<file path="src/hdl/pcm8rmx_pkg.sv">
`timescale 1ns / 1ps
// ----------------------------------------------------------------------------
// pcm8rmx_pkg
// Shared types, codes and constants of the resampling effect mixer.
// ----------------------------------------------------------------------------
package pcm8rmx_pkg;

  // Item command codes
  localparam logic [1:0] CMD_LOAD    = 2'd0;
  localparam logic [1:0] CMD_RESTART = 2'd1;
  localparam logic [1:0] CMD_MIX     = 2'd2;

  // Configuration register indexes
  localparam logic [1:0] CFG_SOUND_RATE   = 2'd0;
  localparam logic [1:0] CFG_SOUND_LENGTH = 2'd1;

  // Field widths
  localparam int CMD_W    = 2;
  localparam int ADDR_IN_W = 17;
  localparam int BYTE_W   = 8;
  localparam int SAMPLE_W = 16;
  localparam int RATE_W   = 16;
  localparam int LEN_W    = 18;
  localparam int CFG_IDX_W = 2;
  localparam int CFG_W    = 18;
  localparam int POS_W    = 34;
  localparam int FRAC_W   = 16;
  localparam int STEP_W   = 18;

  // Store size default and effect limits
  localparam int STORE_DEPTH_DEF  = 131072;
  localparam int MAX_EFFECT_BYTES = 128 * 1024;

  // Output rate and phase step reciprocal: step = (rate * STEP_RECIP) >> STEP_SHIFT
  // equals floor(rate * 65536 / 22050) exactly for every 16-bit rate.
  localparam int unsigned OUT_RATE_HZ = 22050;
  localparam int          STEP_SHIFT  = 30;
  localparam logic [63:0] RECIP_DIV   = 64'(OUT_RATE_HZ / 2);
  localparam logic [31:0] STEP_RECIP  =
    32'(((64'd1 << (STEP_SHIFT + 15)) + RECIP_DIV - 64'd1) / RECIP_DIV);
  localparam logic [RATE_W-1:0] RATE_RESET = RATE_W'(OUT_RATE_HZ);
  localparam logic [STEP_W-1:0] STEP_RESET =
    STEP_W'((64'(RATE_RESET) << FRAC_W) / 64'(OUT_RATE_HZ));

  // Mixing arithmetic
  localparam int EFFECT_BIAS = 128;
  localparam int EFFECT_GAIN = 220;
  localparam int SUM_W       = 20;
  localparam logic signed [SUM_W-1:0] SAT_HIGH = 20'sd32767;
  localparam logic signed [SUM_W-1:0] SAT_LOW  = -20'sd32768;

  // Request handed to the mix datapath when a mix transaction is taken
  typedef struct packed {
    logic load;  // mix transaction accepted this cycle
    logic hit;   // effect still playing for this frame
  } mix_req_t;

endpackage

</file>
<file path="src/hdl/pcm8rmx_regs.sv">
`timescale 1ns / 1ps
// ----------------------------------------------------------------------------
// pcm8rmx_regs
// Configuration registers: phase step derived from the rate on write, and
// effect length clipped to the store and effect limits.
// ----------------------------------------------------------------------------
module pcm8rmx_regs #(
  parameter int STORE_DEPTH = pcm8rmx_pkg::STORE_DEPTH_DEF
) (
  input  logic                                clk,
  input  logic                                rst_n,
  input  logic                                cfg_we,
  input  logic [pcm8rmx_pkg::CFG_IDX_W-1:0]   cfg_index,
  input  logic [pcm8rmx_pkg::CFG_W-1:0]       cfg_wdata,
  output logic [pcm8rmx_pkg::STEP_W-1:0]      step,
  output logic [pcm8rmx_pkg::LEN_W-1:0]       length
);

  localparam int LEN_CAP_I = (STORE_DEPTH < pcm8rmx_pkg::MAX_EFFECT_BYTES) ?
                             STORE_DEPTH : pcm8rmx_pkg::MAX_EFFECT_BYTES;
  localparam logic [pcm8rmx_pkg::LEN_W-1:0] LEN_CAP = pcm8rmx_pkg::LEN_W'(LEN_CAP_I);
  localparam int PROD_W = pcm8rmx_pkg::RATE_W + 32;

  logic [pcm8rmx_pkg::STEP_W-1:0] step_r, step_nxt;
  logic [pcm8rmx_pkg::LEN_W-1:0]  len_r, len_nxt;
  logic [PROD_W-1:0]              prod;
  logic [pcm8rmx_pkg::STEP_W-1:0] step_raw;
  logic [pcm8rmx_pkg::LEN_W-1:0]  len_in;

  // Step by reciprocal multiply; a zero step is bumped to one
  assign prod     = PROD_W'(cfg_wdata[pcm8rmx_pkg::RATE_W-1:0]) *
                    PROD_W'(pcm8rmx_pkg::STEP_RECIP);
  assign step_raw = prod[pcm8rmx_pkg::STEP_SHIFT +: pcm8rmx_pkg::STEP_W];
  assign step_nxt = (step_raw == '0) ? pcm8rmx_pkg::STEP_W'(1) : step_raw;

  // Length saturated to the smaller of the store depth and the effect limit
  assign len_in  = cfg_wdata[pcm8rmx_pkg::LEN_W-1:0];
  assign len_nxt = (len_in > LEN_CAP) ? LEN_CAP : len_in;

  always_ff @(posedge clk) begin
    if (!rst_n) begin
      step_r <= pcm8rmx_pkg::STEP_RESET;
      len_r  <= '0;
    end else if (cfg_we) begin
      unique case (cfg_index)
        pcm8rmx_pkg::CFG_SOUND_RATE:   step_r <= step_nxt;
        pcm8rmx_pkg::CFG_SOUND_LENGTH: len_r  <= len_nxt;
        default: ;
      endcase
    end
  end

  assign step   = step_r;
  assign length = len_r;

endmodule

</file>
<file path="config.mk">
export PLATFORM = sky130hd
export DESIGN_NAME = pcm8rmx_regs
export DESIGN_NICKNAME = d
export VERILOG_FILES = /design/src/hdl/pcm8rmx_pkg.sv /design/src/hdl/pcm8rmx_regs.sv
export SDC_FILE = /design/constraint.sdc
export NUM_CORES = 1
export LEC_CHECK = 0
export ABC_CLOCK_PERIOD_IN_PS = 9300
export BUFFER_PORTS_ARGS = -buffer_cell sky130_fd_sc_hd__buf_4
export CORE_ASPECT_RATIO = 0.8
export CORE_MARGIN = 2
export CORE_UTILIZATION = 60
export DETAILED_ROUTE_END_ITERATION = 12
export PLACE_DENSITY = 0.75
export SYNTH_ARGS = -nofsm -noshare
export SYNTH_HDL_FRONTEND = slang
export SYNTH_SLANG_ARGS = --single-unit
</file>
<file path="constraint.sdc">
create_clock -name clk -period 9.3 [get_ports clk]
set_input_delay 2.79 -clock clk [delete_from_list [all_inputs] [get_ports clk]]
set_output_delay 2.79 -clock clk [all_outputs]
set_load 0.005 [all_outputs]
</file>
# Word level (Yosys, flattened, before mapping)
# Cells that the tools add are included.
# word_totals
regBits	36
latchBits	0
ramBits	0
rom_bits	0
inputBits	23
out_inout_bits	36
wordCells	11
mem_count	0
# classes
add_sub_neg	0
mul	1
div	0
order_cmp	1
eq_ne	1
shift	0
mux	2
bitwise_logic	0
reduce_logical	4
# ops
op	n
$mul 16x32->48 const B	1
$mux 18	2
$gt 18x18->1 const B	1
$logic_not 18->1	1
$reduce_and 2->1	2
$eq 2x1->1 const B	1
$logic_not 2->1	1

# Longest topological paths before layout
# depth
ltp_word	3
ltp_mapped	24
ltp_nobuf	23

# Worst setup path before layout
# Ideal clock, no wire load.
# synth_path
path_type	input -> register
start	input port cfg_wdata[4] (netlist bit)
end	register step_r (netlist bit step[0])
setup_ps	96
arrival_ps	8205
required_time_ps	9204
path_slack_ps	999
path_stages	21
path_buffers	0
cell_sequence	fa_1 > fa_1 > inv_1 > fa_1 > inv_1 > fa_1 > fa_1 > inv_1 > fa_1 > inv_1 > ha_1 > nand4_1 > nor4_1 > nand4_1 > o2111ai_1 > a211oi_1 > o31ai_1 > xor2_1 > nor4_1 > nand4_1 > o41ai_2
# synth_between
elab_chain_cells	3
# synth_lines
element	line	source
from (decl)	pcm8rmx_regs.sv:14	input logic [pcm8rmx_pkg::CFG_W-1:0] cfg_wdata,
$mul 16x32->48 (*)	pcm8rmx_regs.sv:31	assign prod = PROD_W'(cfg_wdata[pcm8rmx_pkg::RATE_W-1:0]) *
$logic_not 18->1	pcm8rmx_regs.sv:34	assign step_nxt = (step_raw == '0) ? pcm8rmx_pkg::STEP_W'(1) : step_raw;
$mux 18 (*)	pcm8rmx_regs.sv:34	
to (signal assigned)	pcm8rmx_regs.sv:42	step_r <= pcm8rmx_pkg::STEP_RESET;
to (signal assigned)	pcm8rmx_regs.sv:46	pcm8rmx_pkg::CFG_SOUND_RATE: step_r <= step_nxt;
to (decl)	pcm8rmx_regs.sv:24	logic [pcm8rmx_pkg::STEP_W-1:0] step_r, step_nxt;
# Mark *: on every way between the ends. The rest lies on a longest branch, timed or not.
# A chain may end at the register's enable or synchronous reset.

# Final worst setup path
# layout_path
start	input port cfg_wdata[5] (netlist bit)
end	register step_r (netlist bit step[0])
# Same word-level chain as after synthesis.

==> impl_metrics.toml <==
[outcome]
status = "finished, final reports clean"

[yosys]
ys_types = 61
syn_area_per_cell_um2 = 9.20
syn_inst = 1064
ys_ff_latch = 36
yosysSeqAreaShare_pct = 7.37
netlist_area_um2 = 9780
ys_warn_count = 0
synth-edff-count = 0
synthArstFlopShare_pct = 0
synth_flop_cell = "dfxtp_1"
synth_nets = 1437

[timing]
max_freq_ghz = 0.112
slew_headroom_pct = 11.8
setup_viol = 0
rsz0062_at_grt = "false"
drv_slew = 0
fin_skew_ns = 0
finalCriticalPeriod_ns = 8.94
finalHoldViolCount = 0
min_period_over_period_pct = 96.1
worst_slew_pin_slew_ns = 1.32
totalNegativeSetupSlack_ns = 0

[worst_setup_path]
cpMostUsedCell = "inv_1"
required_ns = 9.50
start_kind = "primary input"
setup.worst_path.end_class = "register"
cp_slowest_cell = "fa_1"
max_stage_delay_ns = 0.51
cp_max_fo = 6
arrival_ns = 9.14
path_class = "primary input to register"

[layout]
fin_nets = 1495
postLayoutCoreUtil_pct = 67.5
seq_area_um2 = 721
final_cell_mix = "inv_1 (306), fa_1 (178), ha_1 (172)"
multi_input_area_um2 = 7840
fillers = 1236
final_common_cell = "inv_1"
layout-drive-gt1-share_pct = 9.44
antennaDiodeCount = 0
syn_to_final_growth_pct = 9.36

[grt]
antenna_found_initial = 0
grt_max_degree = 32
grt_pass1_wl_um = 42400
overflow = 0
grtUsageTotal_pct = 32.1
grt_pass1_vias = 7782

[die]
core-area_um2 = 15900
die_h_um = 118
die_w_um = 147
ioPinCount = 59
die_area_um2 = 17400
initial_core_util_pct = 61.7
num_rows = 41

[cts]
post-cts-setup-buffers = 0
numCtsBuffers = 5
clk_path_buf_depth = 2
hold_buffers = 0
clk_pin_slew_ns = 0.06
clk_latency_ns = 0.29
cts_tree = "done"
htree_levels = 2
root_buffer = "clkbuf_16"
cts.repair.resized = 0
cts.sinks = 36

[job]
max-cap-violations = 0

[detailed_routing]
vias_per_cell = 5.60
wl_per_cell_um = 19.5
ant_nets = 0
drtIter0Drc = 616
drc = 0
routed_wl_um = 26000
first_pass_iters = 6
vias = 7495

[placement]
portBuffers = 58
place.gp.congestion = 1.01
hpwl_um = 22900

[hold_path]
hold_class = "register to register"
[layer usage]
metal  vias to the layer above  share of wire, %  global-route usage, %
li1                       3465                 -                      -
met1                      3625                45                   48.5
met2                       357                42                   45.6
met3                        46                11                   9.65
met4                         2               2.2                   6.86
met5                         -             0.054                      0
[path summary, 6_finish.rpt]
check                                      startpoint                     to  slack (ns)  depth (start not counted)
worst max-delay path                     cfg_wdata[5]   step[0]$_SDFFE_PN0P_        0.36                         25
worst min-delay path            step[10]$_SDFFE_PN0P_  step[10]$_SDFFE_PN0P_        0.46                          2
worst max register to register   step[0]$_SDFFE_PN0P_   step[0]$_SDFFE_PN0P_        7.92                          4
worst min register to register  step[10]$_SDFFE_PN0P_  step[10]$_SDFFE_PN0P_        0.46                          2
[logic make-up after synthesis]
logic type | after synthesis | share of synthesized area [%]
buffers and inverters | 327 | 12.6
and+or+nand+nor | 163 | 7.98
DFF | 36 | 7.37
AOI/OAI and AO/OA | 163 | 11.3
adders and majority gates | 350 | 58.4
muxes | 1 | 0.102
xor gates and xnor gates | 24 | 2.23
[worst max-delay path: cells and delay by family]
kind | cells | cell delay [ns]
xor+xnor | 1 | 0.15
simple gates | 5 | 1.37
fa+ha+maj | 7 | 3.25
compound gates | 4 | 0.90
buf+inv | 8 | 0.68
[sequential cells by signal (all words and copies together), names as in the netlist]
signal,cells
step,18
length,18
[synthesized netlist by cell type, types with 2 or more instances]
library cell,number,share of area [%]
a21oi_1,52,2.7
and2_1,3,0.19
o31ai_1,2,0.15
xnor2_1,14,1.3
a311oi_1,2,0.18
o21ai_2,3,0.27
nand3_1,11,0.56
o21ai_1,3,0.15
nor4_1,5,0.32
nor2b_1,2,0.13
nor2_1,45,1.7
nor3b_1,3,0.23
inv_1,306,12
a21oi_2,2,0.18
o21ai_0,24,1.2
o21bai_1,6,0.46
xor2_1,9,0.81
clkbuf_1,19,0.73
a31oi_1,5,0.32
nand4_1,16,1.0
and3_1,2,0.13
fa_1,178,36
nand2_1,55,2.1
a21o_1,12,0.92
o211ai_1,8,0.61
or2_2,3,0.19
o21a_1,4,0.31
dfxtp_1,36,7.4
nor3_1,5,0.26
a22oi_1,16,1.2
a211oi_1,10,0.77
ha_1,172,22
nand2b_1,3,0.19
[layout make-up]
type	count	share of cell area, %
Multi-Input combinational cell	701	73.3
Inverter	306	10.7
Tap cell	215	2.51
Sequential cell	36	6.74
Clock inverter	1	0.281
Clock buffer	7	1.43
Timing Repair Buffer	72	5.05
[metrics by stage]
stage / worst slack [ns] / std cells / hold slack, ns / cell area, µm²
2_1_floorplan: 0.999 / 1064 / 0.453 / 9780
3_3_place_gp: 0.183 / 1330 / 0.450 / 10500
3_5_place_dp: 0.0681 / 1330 / 0.450 / 10500
4_1_cts: 0.368 / 1338 / 0.461 / 10700
5_1_grt: 0.0495 / 1338 / 0.489 / 10700
6_report: 0.359 / 1338 / 0.458 / 10700
Power is not shown: default switching activity piles up to over one toggle a cycle in this logic, so the estimate is an artifact.
