<file path="src/hdl/pcm8rmx_pkg.sv">
`timescale 1ns / 1ps
// ----------------------------------------------------------------------------
// pcm8rmx_pkg
// Shared types, codes and constants of the resampling effect mixer.
// ----------------------------------------------------------------------------
package pcm8rmx_pkg;

  // Item command codes
  localparam logic [1:0] CMD_LOAD    = 2'd0;
  localparam logic [1:0] CMD_RESTART = 2'd1;
  localparam logic [1:0] CMD_MIX     = 2'd2;

  // Configuration register indexes
  localparam logic [1:0] CFG_SOUND_RATE   = 2'd0;
  localparam logic [1:0] CFG_SOUND_LENGTH = 2'd1;

  // Field widths
  localparam int CMD_W    = 2;
  localparam int ADDR_IN_W = 17;
  localparam int BYTE_W   = 8;
  localparam int SAMPLE_W = 16;
  localparam int RATE_W   = 16;
  localparam int LEN_W    = 18;
  localparam int CFG_IDX_W = 2;
  localparam int CFG_W    = 18;
  localparam int POS_W    = 34;
  localparam int FRAC_W   = 16;
  localparam int STEP_W   = 18;

  // Store size default and effect limits
  localparam int STORE_DEPTH_DEF  = 131072;
  localparam int MAX_EFFECT_BYTES = 128 * 1024;

  // Output rate and phase step reciprocal: step = (rate * STEP_RECIP) >> STEP_SHIFT
  // equals floor(rate * 65536 / 22050) exactly for every 16-bit rate.
  localparam int unsigned OUT_RATE_HZ = 22050;
  localparam int          STEP_SHIFT  = 30;
  localparam logic [63:0] RECIP_DIV   = 64'(OUT_RATE_HZ / 2);
  localparam logic [31:0] STEP_RECIP  =
    32'(((64'd1 << (STEP_SHIFT + 15)) + RECIP_DIV - 64'd1) / RECIP_DIV);
  localparam logic [RATE_W-1:0] RATE_RESET = RATE_W'(OUT_RATE_HZ);
  localparam logic [STEP_W-1:0] STEP_RESET =
    STEP_W'((64'(RATE_RESET) << FRAC_W) / 64'(OUT_RATE_HZ));

  // Mixing arithmetic
  localparam int EFFECT_BIAS = 128;
  localparam int EFFECT_GAIN = 220;
  localparam int SUM_W       = 20;
  localparam logic signed [SUM_W-1:0] SAT_HIGH = 20'sd32767;
  localparam logic signed [SUM_W-1:0] SAT_LOW  = -20'sd32768;

  // Request handed to the mix datapath when a mix transaction is taken
  typedef struct packed {
    logic load;  // mix transaction accepted this cycle
    logic hit;   // effect still playing for this frame
  } mix_req_t;

endpackage

</file>
<file path="src/hdl/pcm8rmx_mix.sv">
`timescale 1ns / 1ps
// ----------------------------------------------------------------------------
// pcm8rmx_mix
// Mix datapath: scales the stored byte, adds the music sample, saturates,
// and holds the result in an output register.
// ----------------------------------------------------------------------------
module pcm8rmx_mix (
  input  logic                                   clk,
  input  logic                                   rst_n,
  input  pcm8rmx_pkg::mix_req_t                  req,
  input  logic signed [pcm8rmx_pkg::SAMPLE_W-1:0] music,
  input  logic [pcm8rmx_pkg::BYTE_W-1:0]         rd_data,
  input  logic                                   out_stall,
  output logic                                   hold,
  output logic                                   out_valid,
  output logic signed [pcm8rmx_pkg::SAMPLE_W-1:0] out_mixed_sample
);

  localparam int SW = pcm8rmx_pkg::SUM_W;

  logic                                   s1_v_r;
  logic                                   s1_hit_r;
  logic signed [pcm8rmx_pkg::SAMPLE_W-1:0] s1_music_r;
  logic                                   out_v_r;
  logic signed [pcm8rmx_pkg::SAMPLE_W-1:0] out_mixed_r, out_mixed_nxt;
  logic                                   out_free;
  logic                                   s1_adv;
  logic signed [8:0]                      centred;
  logic signed [18:0]                     contrib;
  logic signed [SW-1:0]                   sum;

  assign out_free = !out_v_r || !out_stall;
  assign s1_adv   = s1_v_r && out_free;
  assign hold     = s1_v_r && !out_free;

  // Effect contribution and saturated sum
  assign centred = $signed({1'b0, rd_data}) - 9'(pcm8rmx_pkg::EFFECT_BIAS);
  assign contrib = s1_hit_r ? (19'(centred) * 19'(pcm8rmx_pkg::EFFECT_GAIN)) : '0;
  assign sum     = SW'(s1_music_r) + SW'(contrib);

  always_comb begin
    if (sum > pcm8rmx_pkg::SAT_HIGH) begin
      out_mixed_nxt = pcm8rmx_pkg::SAMPLE_W'(pcm8rmx_pkg::SAT_HIGH);
    end else if (sum < pcm8rmx_pkg::SAT_LOW) begin
      out_mixed_nxt = pcm8rmx_pkg::SAMPLE_W'(pcm8rmx_pkg::SAT_LOW);
    end else begin
      out_mixed_nxt = sum[pcm8rmx_pkg::SAMPLE_W-1:0];
    end
  end

  // Read stage control
  always_ff @(posedge clk) begin
    if (!rst_n) begin
      s1_v_r <= 1'b0;
    end else if (req.load) begin
      s1_v_r <= 1'b1;
    end else if (s1_adv) begin
      s1_v_r <= 1'b0;
    end
  end

  always_ff @(posedge clk) begin
    if (req.load) begin
      s1_hit_r   <= req.hit;
      s1_music_r <= music;
    end
  end

  // Output register
  always_ff @(posedge clk) begin
    if (!rst_n) begin
      out_v_r <= 1'b0;
    end else if (s1_adv) begin
      out_v_r <= 1'b1;
    end else if (!out_stall) begin
      out_v_r <= 1'b0;
    end
  end

  always_ff @(posedge clk) begin
    if (s1_adv) begin
      out_mixed_r <= out_mixed_nxt;
    end
  end

  assign out_valid        = out_v_r;
  assign out_mixed_sample = out_mixed_r;

endmodule

</file>
<file path="config.mk">
export PLATFORM = sky130hd
export DESIGN_NAME = pcm8rmx_mix
export DESIGN_NICKNAME = d
export VERILOG_FILES = /design/src/hdl/pcm8rmx_pkg.sv /design/src/hdl/pcm8rmx_mix.sv
export SDC_FILE = /design/constraint.sdc
export NUM_CORES = 1
export LEC_CHECK = 0
export BUFFER_PORTS_ARGS = -buffer_cell sky130_fd_sc_hd__buf_2
export CELL_PAD_IN_SITES_DETAIL_PLACEMENT = 0
export CELL_PAD_IN_SITES_GLOBAL_PLACEMENT = 1
export CORE_UTILIZATION = 38
export CTS_CLUSTER_DIAMETER = 40
export CTS_CLUSTER_SIZE = 10
export DETAILED_ROUTE_END_ITERATION = 6
export PLACE_DENSITY_LB_ADDON = 0.1
export SLEW_MARGIN = 20
export SYNTH_ARGS = -nofsm -noshare
export SYNTH_HDL_FRONTEND = slang
export SYNTH_SLANG_ARGS = --single-unit
</file>
<file path="constraint.sdc">
create_clock -name clk -period 6.3 [get_ports clk]
set_input_delay 1.26 -clock clk [delete_from_list [all_inputs] [get_ports clk]]
set_output_delay 1.26 -clock clk [all_outputs]
set_load 0.02 [all_outputs]
</file>
# Word-level counts from Yosys, hierarchy flattened
# Cells that the tools add are included.
# W data, S select, Z words.
# word_totals
ff_bits	35
# op_classes
addsub	2
mul	1
magnitude_cmp	2
n_eq_ne	1
mux	6
n_reduce_logical	7
# op_table
op	count
$add A16 B19 Y20	1
$gt A20 B16 Y1 const B	1
$lt A20 B16 Y1 const B	1
$mul A19 B6 Y17 const B	1
$mux W19	1
$mux W16	1
$sub A8 B8 Y9 const B	1
$mux W1	4
$logic_not A1 Y1	3
$logic_and A1 B1 Y1	2
$ne A2 B1 Y1 const B	1
$reduce_bool A2 Y1	1
$logic_or A1 B1 Y1	1

# Depth between registers and ports, before layout
# Gate-level depths: netlist (run 1).
# depth
word_depth	6
mapped_depth	24

# Least setup slack after synthesis (run 1)
# No wires, ideal clock.
# synth_timing
kind	in2reg
from	input port rd_data[7] in the netlist's numbering
to	register out_mixed_r, in the netlist out_mixed_sample[14] (data pin)
setup_time_ns	0.259
t_arrival_ns	6.024
slack_ns	0.017
path_stages	22
path_buffers	2
cell_sequence	clkbuf_1 > inv_1 > ha_1 > xor2_1 > fa_1 > inv_1 > fa_1 > inv_1 > ha_1 > o21ai_0 > o21ai_0 > a31o_2 > a31oi_1 > mux2i_1 > ha_1 > a21oi_1 > xnor2_1 > nor4b_2 > o32ai_2 > o21ai_2 > buf_6 > a21oi_2
# synth_via
elab_chain_len	6
elab_cells_between_ends	7
# synth_rtl
element	line_no	text
start: declaration	pcm8rmx_mix.sv:12	input logic [pcm8rmx_pkg::BYTE_W-1:0] rd_data,
$sub A8 B8 Y9 (*)	pcm8rmx_mix.sv:37	assign centred = $signed({1'b0, rd_data}) - 9'(pcm8rmx_pkg::EFFECT_BIAS);
$mul A19 B6 Y17 (*)	pcm8rmx_mix.sv:38	assign contrib = s1_hit_r ? (19'(centred) * 19'(pcm8rmx_pkg::EFFECT_GAIN)) : '0;
$mux W19 (*)	pcm8rmx_mix.sv:38	
$add A16 B19 Y20 (*)	pcm8rmx_mix.sv:39	assign sum = SW'(s1_music_r) + SW'(contrib);
$lt A20 B16 Y1	pcm8rmx_mix.sv:44	end else if (sum < pcm8rmx_pkg::SAT_LOW) begin
$mux W16	pcm8rmx_mix.sv:44	
end signal: assignment	pcm8rmx_mix.sv:82	out_mixed_r <= out_mixed_nxt;
end: declaration	pcm8rmx_mix.sv:25	logic signed [pcm8rmx_pkg::SAMPLE_W-1:0] out_mixed_r, out_mixed_nxt;
# Mark *: on every way between the ends. The rest lies on a longest branch, timed or not.
# A chain may end at the register's enable or synchronous reset.

# Worst setup path in the final report (run 1)
# layout_timing
from	input port rd_data[5] in the netlist's numbering
to	register out_mixed_r, in the netlist out_mixed_sample[6] (data pin)
# Same word-level chain as after synthesis.

==> results.md, run 1 <==
* Core ar. at 9240 µm²
* HPWL Detailed at 6417 µm
* Worst setup SP type: input port
* Measured slew at the worst slew-check pin at 465.4 ps
* DRT Pass-1 Iters at 4
* Flops & latches, synth at 35
* Row cnt at 35
* Synthesized area per cell at 9.979 µm²
* FF-to-FF Start: s1_hit_r
* Crit path time final at 6089 ps
* Worst Path Max Fanout at 6
* Vias in the first global route at 2865
* Cells after Synth at 364
* Initial Utilization at 39.31%
* Wire per inst at 13.18 µm
* Highest metal used: met4
* Final setup vio count at 0
* Hold Path End: out_valid
* Post-route DRC violation count at 0
* Slew headroom at 68.97%
* Async S/R FF share, synth at 0%
* WL final at 7726 µm
* Die Wd at 99.77 µm
* Status: complete, no violations
* Fin. Hold Viols at 0
* Post-route setup slack at 210.8 ps
* Worst hold path depth at 2
* Number of DRC markers in iteration 0 at 54
* Vias at 2853
* Power Density at 362.5 nW/µm²
* Largest net degree at the start of global routing at 19
* Worst hold slack at 514.7 ps
* Max-cap violations at 0
* Met3 wire length at 152 µm
* Share of layout cells above drive strength 1 at 31.51%
* P_leak at 0.002080 µW
* TritonCTS clock tree: built
* CTS buffer count at 5
* IO buf count at 46
* Root Driver: clkbuf_8
* Clock slew at reported path FFs at 80 ps
* Antenna Diode Count at 0
* Dpl ws at -187.8 ps
* Critical path cell sequence: buf_4, buf_4, fa_1, ha_1, inv_1, fa_1, inv_1, ha_1, o21a_1, o21ai_2, a21oi_2, o21a_1, o21a_1, nor3_2, ha_1, and3_4, and4_1, a32o_2, nor4b_4, o32ai_2, o21ai_2, clkbuf_16, a21oi_2
* Worst-case reg-to-reg path depth at 11
* Antenna violations before repair at 0
* Crit Path Class: input port to flop
* Worst EP arrival at 6130 ps
* Overall global routing resource usage at 16.13%
* Vias per inst at 4.869
* Final nets at 548
* CP required at 6340 ps
* Routability Congestion at 0.7675
* Post-synth EDFFs at 33
* Clock Skews at 13.99 ps
* WL met2 at 3896 µm
* Die H at 99.77 µm
* FF-to-FF End: out_mixed_sample[6]
* Fin crit share at 96.65%
* First-pass GRT wire length at 12770 µm
* Dpl cells at 573
* P&R area growth vs syn at 25.01%
* FMAX at 164.2 MHz
* Setup TNS at 0 ps
* H-tree levels at 2
* HP Class: flop to flop
* CP endpoint kind: flop
* Synth Cell Area at 3632 µm²
* Delay-heaviest family, CP: adder cells
* Buf/Inv on CP at 5
* Final std cells w/o fill at 586
* M1 WL at 3598 µm
* TritonCTS Sinks at 35
* Post-route ant nets at 0
* Distinct cells, synth at 62
* Slowest CP cell: fa_1
* Max stage delay on crit path at 530 ps
* Worst R2R Setup Slack at 2630 ps
* Skew-Pair Late Insertion Delay at 290 ps
* CTS Buffer Depth at 2
* Synthesized Nets at 456
* Seq/Total Area, Yosys at 28.38%
* Ys flop type: edfxtp_1
* IR drop worst, VDD at 125.3 µV
* GRT overflow at 0
* Hold Crit Start: s1_v_r
* Yosys warns at 0
* Die area at 9953 µm²
* Pins over their slew limit at 0
* I/O pins at 47
==> cell families (layout without fill, tap and decap cells) <==
kind of cell,after synthesis,in the layout,share of synthesized area (%)
flip-flops,35,35,28.38
multiplexers,4,4,1.102
XOR/XNOR,24,24,5.787
AO/OA/AOI/OAI,102,102,20.63
buffers and inverters,55,148,6.269
AND/OR/NAND/NOR,81,81,12.61
adder cells (fa/ha/maj),63,63,25.22
==> registers in the layout (all words and copies together), names as in the netlist <==
register,flops
s1_hit_r,1
s1_v_r,1
out_mixed_sample,16
out_valid,1
s1_music_r,16
==> power breakdown <==
group,switching [µW],leakage (µW),internal [µW]
Clock,86.4,0.0000505,99.5
Sequential,9.22,0.000334,305
Combinational,610,0.00170,536
==> cells in the mapped netlist (5+ instances only) <==
| cell | number | area, µm² |
|---|---|---|
| xnor2_1 | 14 | 122.6 |
| nor2_1 | 20 | 75.07 |
| inv_1 | 47 | 176.4 |
| edfxtp_1 | 33 | 991.0 |
| ha_1 | 46 | 575.6 |
| nor3_1 | 11 | 55.05 |
| nand2_1 | 15 | 56.30 |
| a21oi_2 | 11 | 96.34 |
| a21oi_1 | 25 | 125.1 |
| nand3_1 | 7 | 35.03 |
| xor2_1 | 10 | 87.58 |
| a21o_1 | 6 | 45.04 |
| o21bai_1 | 5 | 37.54 |
| a31oi_1 | 5 | 31.28 |
| o21ai_0 | 14 | 70.07 |
| fa_1 | 17 | 340.3 |
| o21a_1 | 6 | 45.04 |
==> how the worst max path moves through the flow <==
stage	startpoint	endpoint	slack, ps	cells after the start
3_3_place_gp	rd_data[4]	out_mixed_sample[0]	-120	21
6_report	rd_data[5]	out_mixed_sample[6]	210	23
4_1_cts	rd_data[5]	out_mixed_sample[0]	110	22
5_1_grt	rd_data[3]	out_mixed_sample[6]	-8	21
2_1_floorplan	rd_data[7]	out_mixed_sample[14]	20	22
3_5_place_dp	rd_data[5]	out_mixed_sample[0]	-190	22
==> layer usage <==
metal / vias to the layer above / track usage, %
li1: 1494 / -
met1: 1307 / 19.94
met2: 46 / 29.76
met3: 6 / 1.054
met4: 0 / 5.090
met5: - / 0
==> layout make-up <==
class | count | area [µm²]
fill | 896 | 4700
multi-input combinational | 274 | 2444
clock inverter | 1 | 7.507
inverter | 48 | 180.2
tap | 129 | 161.4
timing repair buffer | 92 | 620.6
clock buffer | 7 | 96.34
sequential | 35 | 1031
==> placed cells by master, fill, tap and decap left out, types with 9 or more instances in the layout <==
cell type	netlist	routed
a21oi_1	25	23
a21oi_2	11	13
buf_2	1	45
buf_4	1	44
edfxtp_1	33	33
fa_1	17	17
ha_1	46	45
inv_1	47	45
nand2_1	15	15
nor2_1	20	19
nor3_1	11	9
o21ai_0	14	10
xnor2_1	14	14
xor2_1	10	10
==> what timing repair did <==
action	in CTS	in global routing
hold buffers	0	0
endpoints found under the setup margin	0	15
gates resized for setup	0	22
setup buffers	0	4
==> worst reg2reg max path: stages (launching register included) <==
cell and delay (ps):
edfxtp_1 550, clkinv_1 360, nor3_1 310, ha_1 340, a2111oi_0 370, o21ai_1 200, a32o_2 330, nor4b_4 270
o32ai_2 140, o21ai_2 290, clkbuf_16 220, a21oi_2 50
==> stage by stage <==
step                cell area (µm²)  utilization [%]  total power [µW]
global route                   4541            49.14              1789
finish                         4541            49.14              1646
global placement               4309            46.64              1372
detailed placement             4309            46.64              1379
CTS                            4413            47.76              1572
floorplan                      3632                -              1078
Power figures use the tool's default switching activity.
==> run 2: changes to the inputs <==
Settings changed: BUFFER_PORTS_ARGS -buffer_cell sky130_fd_sc_hd__buf_2 to not set, DONT_BUFFER_PORTS set to 1.
==> run 2 against run 1 <==
Effect of this change: critical path depth is the same; sequential share of layout area grew 2.7 points; fmax grew 2.4%; routed wire length shrank 8.6%; clock skew shrank 3.1 ps; global-route usage shrank 0.75 points; register-to-register slack gained 200 ps; sequential power grew 8.9%; final area shrank 11%; core utilization shrank 5.3 points; setup slack gained 140 ps.
==> results.md, run 2 (same netlist as run 1, synthesis figures left out) <==
* First-pass GRT wire length at 12210 µm (was 12770 µm)
* HPWL Detailed at 5995 µm (was 6417 µm)
* Final setup vio count at 0 (unchanged)
* Placed Area at 3929 µm² (was 4309 µm²)
* CTS Hold Bufs at 0 (unchanged)
* Die H at 99.77 µm (unchanged)
* Antenna Diode Count at 0 (unchanged)
* Number of DRC markers in iteration 0 at 93 (was 54)
* DRT Pass-1 Iters at 4 (unchanged)
* Worst Path Max Fanout at 13 (was 6)
* P&R area growth vs syn at 11.61% (was 25.01%)
* Fin crit share at 94.43% (was 96.65%)
* WL final at 7059 µm (was 7726 µm)
* Worst EP arrival at 6090 ps (was 6130 ps)
* P_leak at 0.001758 µW (was 0.002080 µW)
* Die area at 9953 µm² (unchanged)
* Die Wd at 99.77 µm (unchanged)
* Root Driver: clkbuf_8 (unchanged)
* Vias per inst at 4.963 (was 4.869)
* Power Density at 372.5 nW/µm² (was 362.5 nW/µm²)
* Routability Congestion at 0.8106 (was 0.7675)
* Skew-Pair Late Insertion Delay at 290 ps (about the same)
* CP endpoint kind: flop (unchanged)
* Final nets at 477 (was 548)
* TritonCTS Sinks at 35 (unchanged)
* Clock slew at reported path FFs at 80 ps (about the same)
* Crit path time final at 5949 ps (was 6089 ps)
* RSZ-0062 raised after global routing: no
* TritonCTS clock tree: built (unchanged)
* Post-CTS Setup Inserts at 0 (unchanged)
* Slew headroom at 67.36% (was 68.97%)
* IR drop worst, VDD at 137.4 µV (was 125.3 µV)
* H-tree levels at 2 (unchanged)
* Most common cell after layout, fill and taps aside: inv_1
* Post-route ant nets at 0 (unchanged)
* Dpl cells at 507 (was 573)
* Worst-case reg-to-reg path depth at 11 (unchanged)
* Post-route DRC violation count at 0 (unchanged)
* IO buf count at 0 (was 46)
* Vias in the first global route at 2574 (was 2865)
* Share of layout cells above drive strength 1 at 15.80% (was 31.51%)
* GRT overflow at 0 (unchanged)
* Most frequent cells in the layout: inv_1, ha_1, edfxtp_1, a21oi_1, nor2_1 (was inv_1, ha_1, buf_2, buf_4, edfxtp_1)
* Core ar. at 9240 µm² (unchanged)
* I/O pins at 47 (unchanged)
* Post-route setup slack at 350.8 ps (was 210.8 ps)
* Measured slew at the worst slew-check pin at 486.1 ps (was 465.4 ps)
* Clock Skews at 10.89 ps (was 13.99 ps)
* CTS buffer count at 5 (unchanged)
* Pins over their slew limit at 0 (unchanged)
* Status: complete, no violations (unchanged)
* FF-to-FF End: out_mixed_sample[2] (was out_mixed_sample[6])
* Antenna violations before repair at 1 (was 0)
* Final std cells w/o fill at 515 (was 586)
* Crit Path Class: input port to flop (unchanged)
* Fin. Hold Viols at 0 (unchanged)
* End of the critical path: out_mixed_sample[2] (was out_mixed_sample[6])
* Max-cap violations at 0 (unchanged)
* Dpl ws at -118.6 ps (was -187.8 ps)
* FF-to-FF Start: s1_hit_r (unchanged)
* CTS resizes at 0 (unchanged)
* HP Class: flop to flop (unchanged)
* Worst setup SP type: input port (unchanged)
* Overall global routing resource usage at 15.38% (was 16.13%)
* FMAX at 168.1 MHz (was 164.2 MHz)
* Worst setup path start: rd_data[6] (was rd_data[5])
* Vias at 2556 (was 2853)
* Design area at 4054 µm² (was 4541 µm²)
* Row cnt at 35 (unchanged)
* Worst R2R Setup Slack at 2830 ps (was 2630 ps)
* CP required at 6440 ps (was 6340 ps)
* Largest net degree at the start of global routing at 19 (unchanged)
* Initial Utilization at 39.31% (unchanged)
* Wire per inst at 13.71 µm (was 13.18 µm)
* CTS Buffer Depth at 2 (unchanged)
==> run 2: critical path: stages <==
cell,delay [ps]
inv_1,60
buf_4,140
ha_1,330
xor2_1,170
fa_1,480
inv_1,50
fa_1,520
inv_1,40
ha_1,330
o21ai_1,150
o21ai_0,150
a31o_2,280
a31oi_1,200
mux2i_1,260
ha_1,340
nand3_1,120
o21ai_0,90
buf_4,150
a311o_2,390
o311ai_4,110
a31oi_2,160
buf_12,180
a21oi_1,120
==> run 2: worst min path at each step <==
stage | from | depth (start not counted) | endpoint | slack (ps)
after floorplan | s1_v_r | 2 | out_valid | 470
after detailed placement | s1_v_r | 2 | out_valid | 500
after global placement | s1_v_r | 2 | out_valid | 480
after CTS | s1_v_r | 2 | out_valid | 520
after global routing | s1_v_r | 2 | out_valid | 560
final | s1_v_r | 2 | out_valid | 520
==> run 2: stage by stage <==
stage	util (%)	setup TNS (ps)	power, µW	hold WS, ps
2_1_floorplan	-	0	1078	466.2
6_report	43.87	0	1510	521.0
5_1_grt	43.87	0	1663	560.2
4_1_cts	43.78	0	1520	523.0
3_3_place_gp	42.52	-1467	1306	482.5
3_5_place_dp	42.52	-1343	1307	503.4
==> run 2: routing by layer <==
metal	routed length (µm)	vias to the layer above	global-route usage [%]
li1	-	1352	-
met1	3453	1147	20.15
met2	3242	45	25.89
met3	241	10	2.670
met4	108	2	4.525
met5	13	-	0
==> run 2: power by group <==
part | switching (µW) | internal (µW) | total (µW)
registers | 35.3 | 307 | 342
logic | 528 | 432 | 960
clock network | 87.7 | 120 | 208
==> run 2: final cells by class <==
type | count | area, µm²
tap | 129 | 161.4
fill | 913 | 5186
timing repair buffer | 21 | 182.7
sequential | 35 | 1031
clock inverter | 3 | 47.55
inverter | 48 | 180.2
clock buffer | 5 | 68.82
multi-input combinational | 274 | 2382
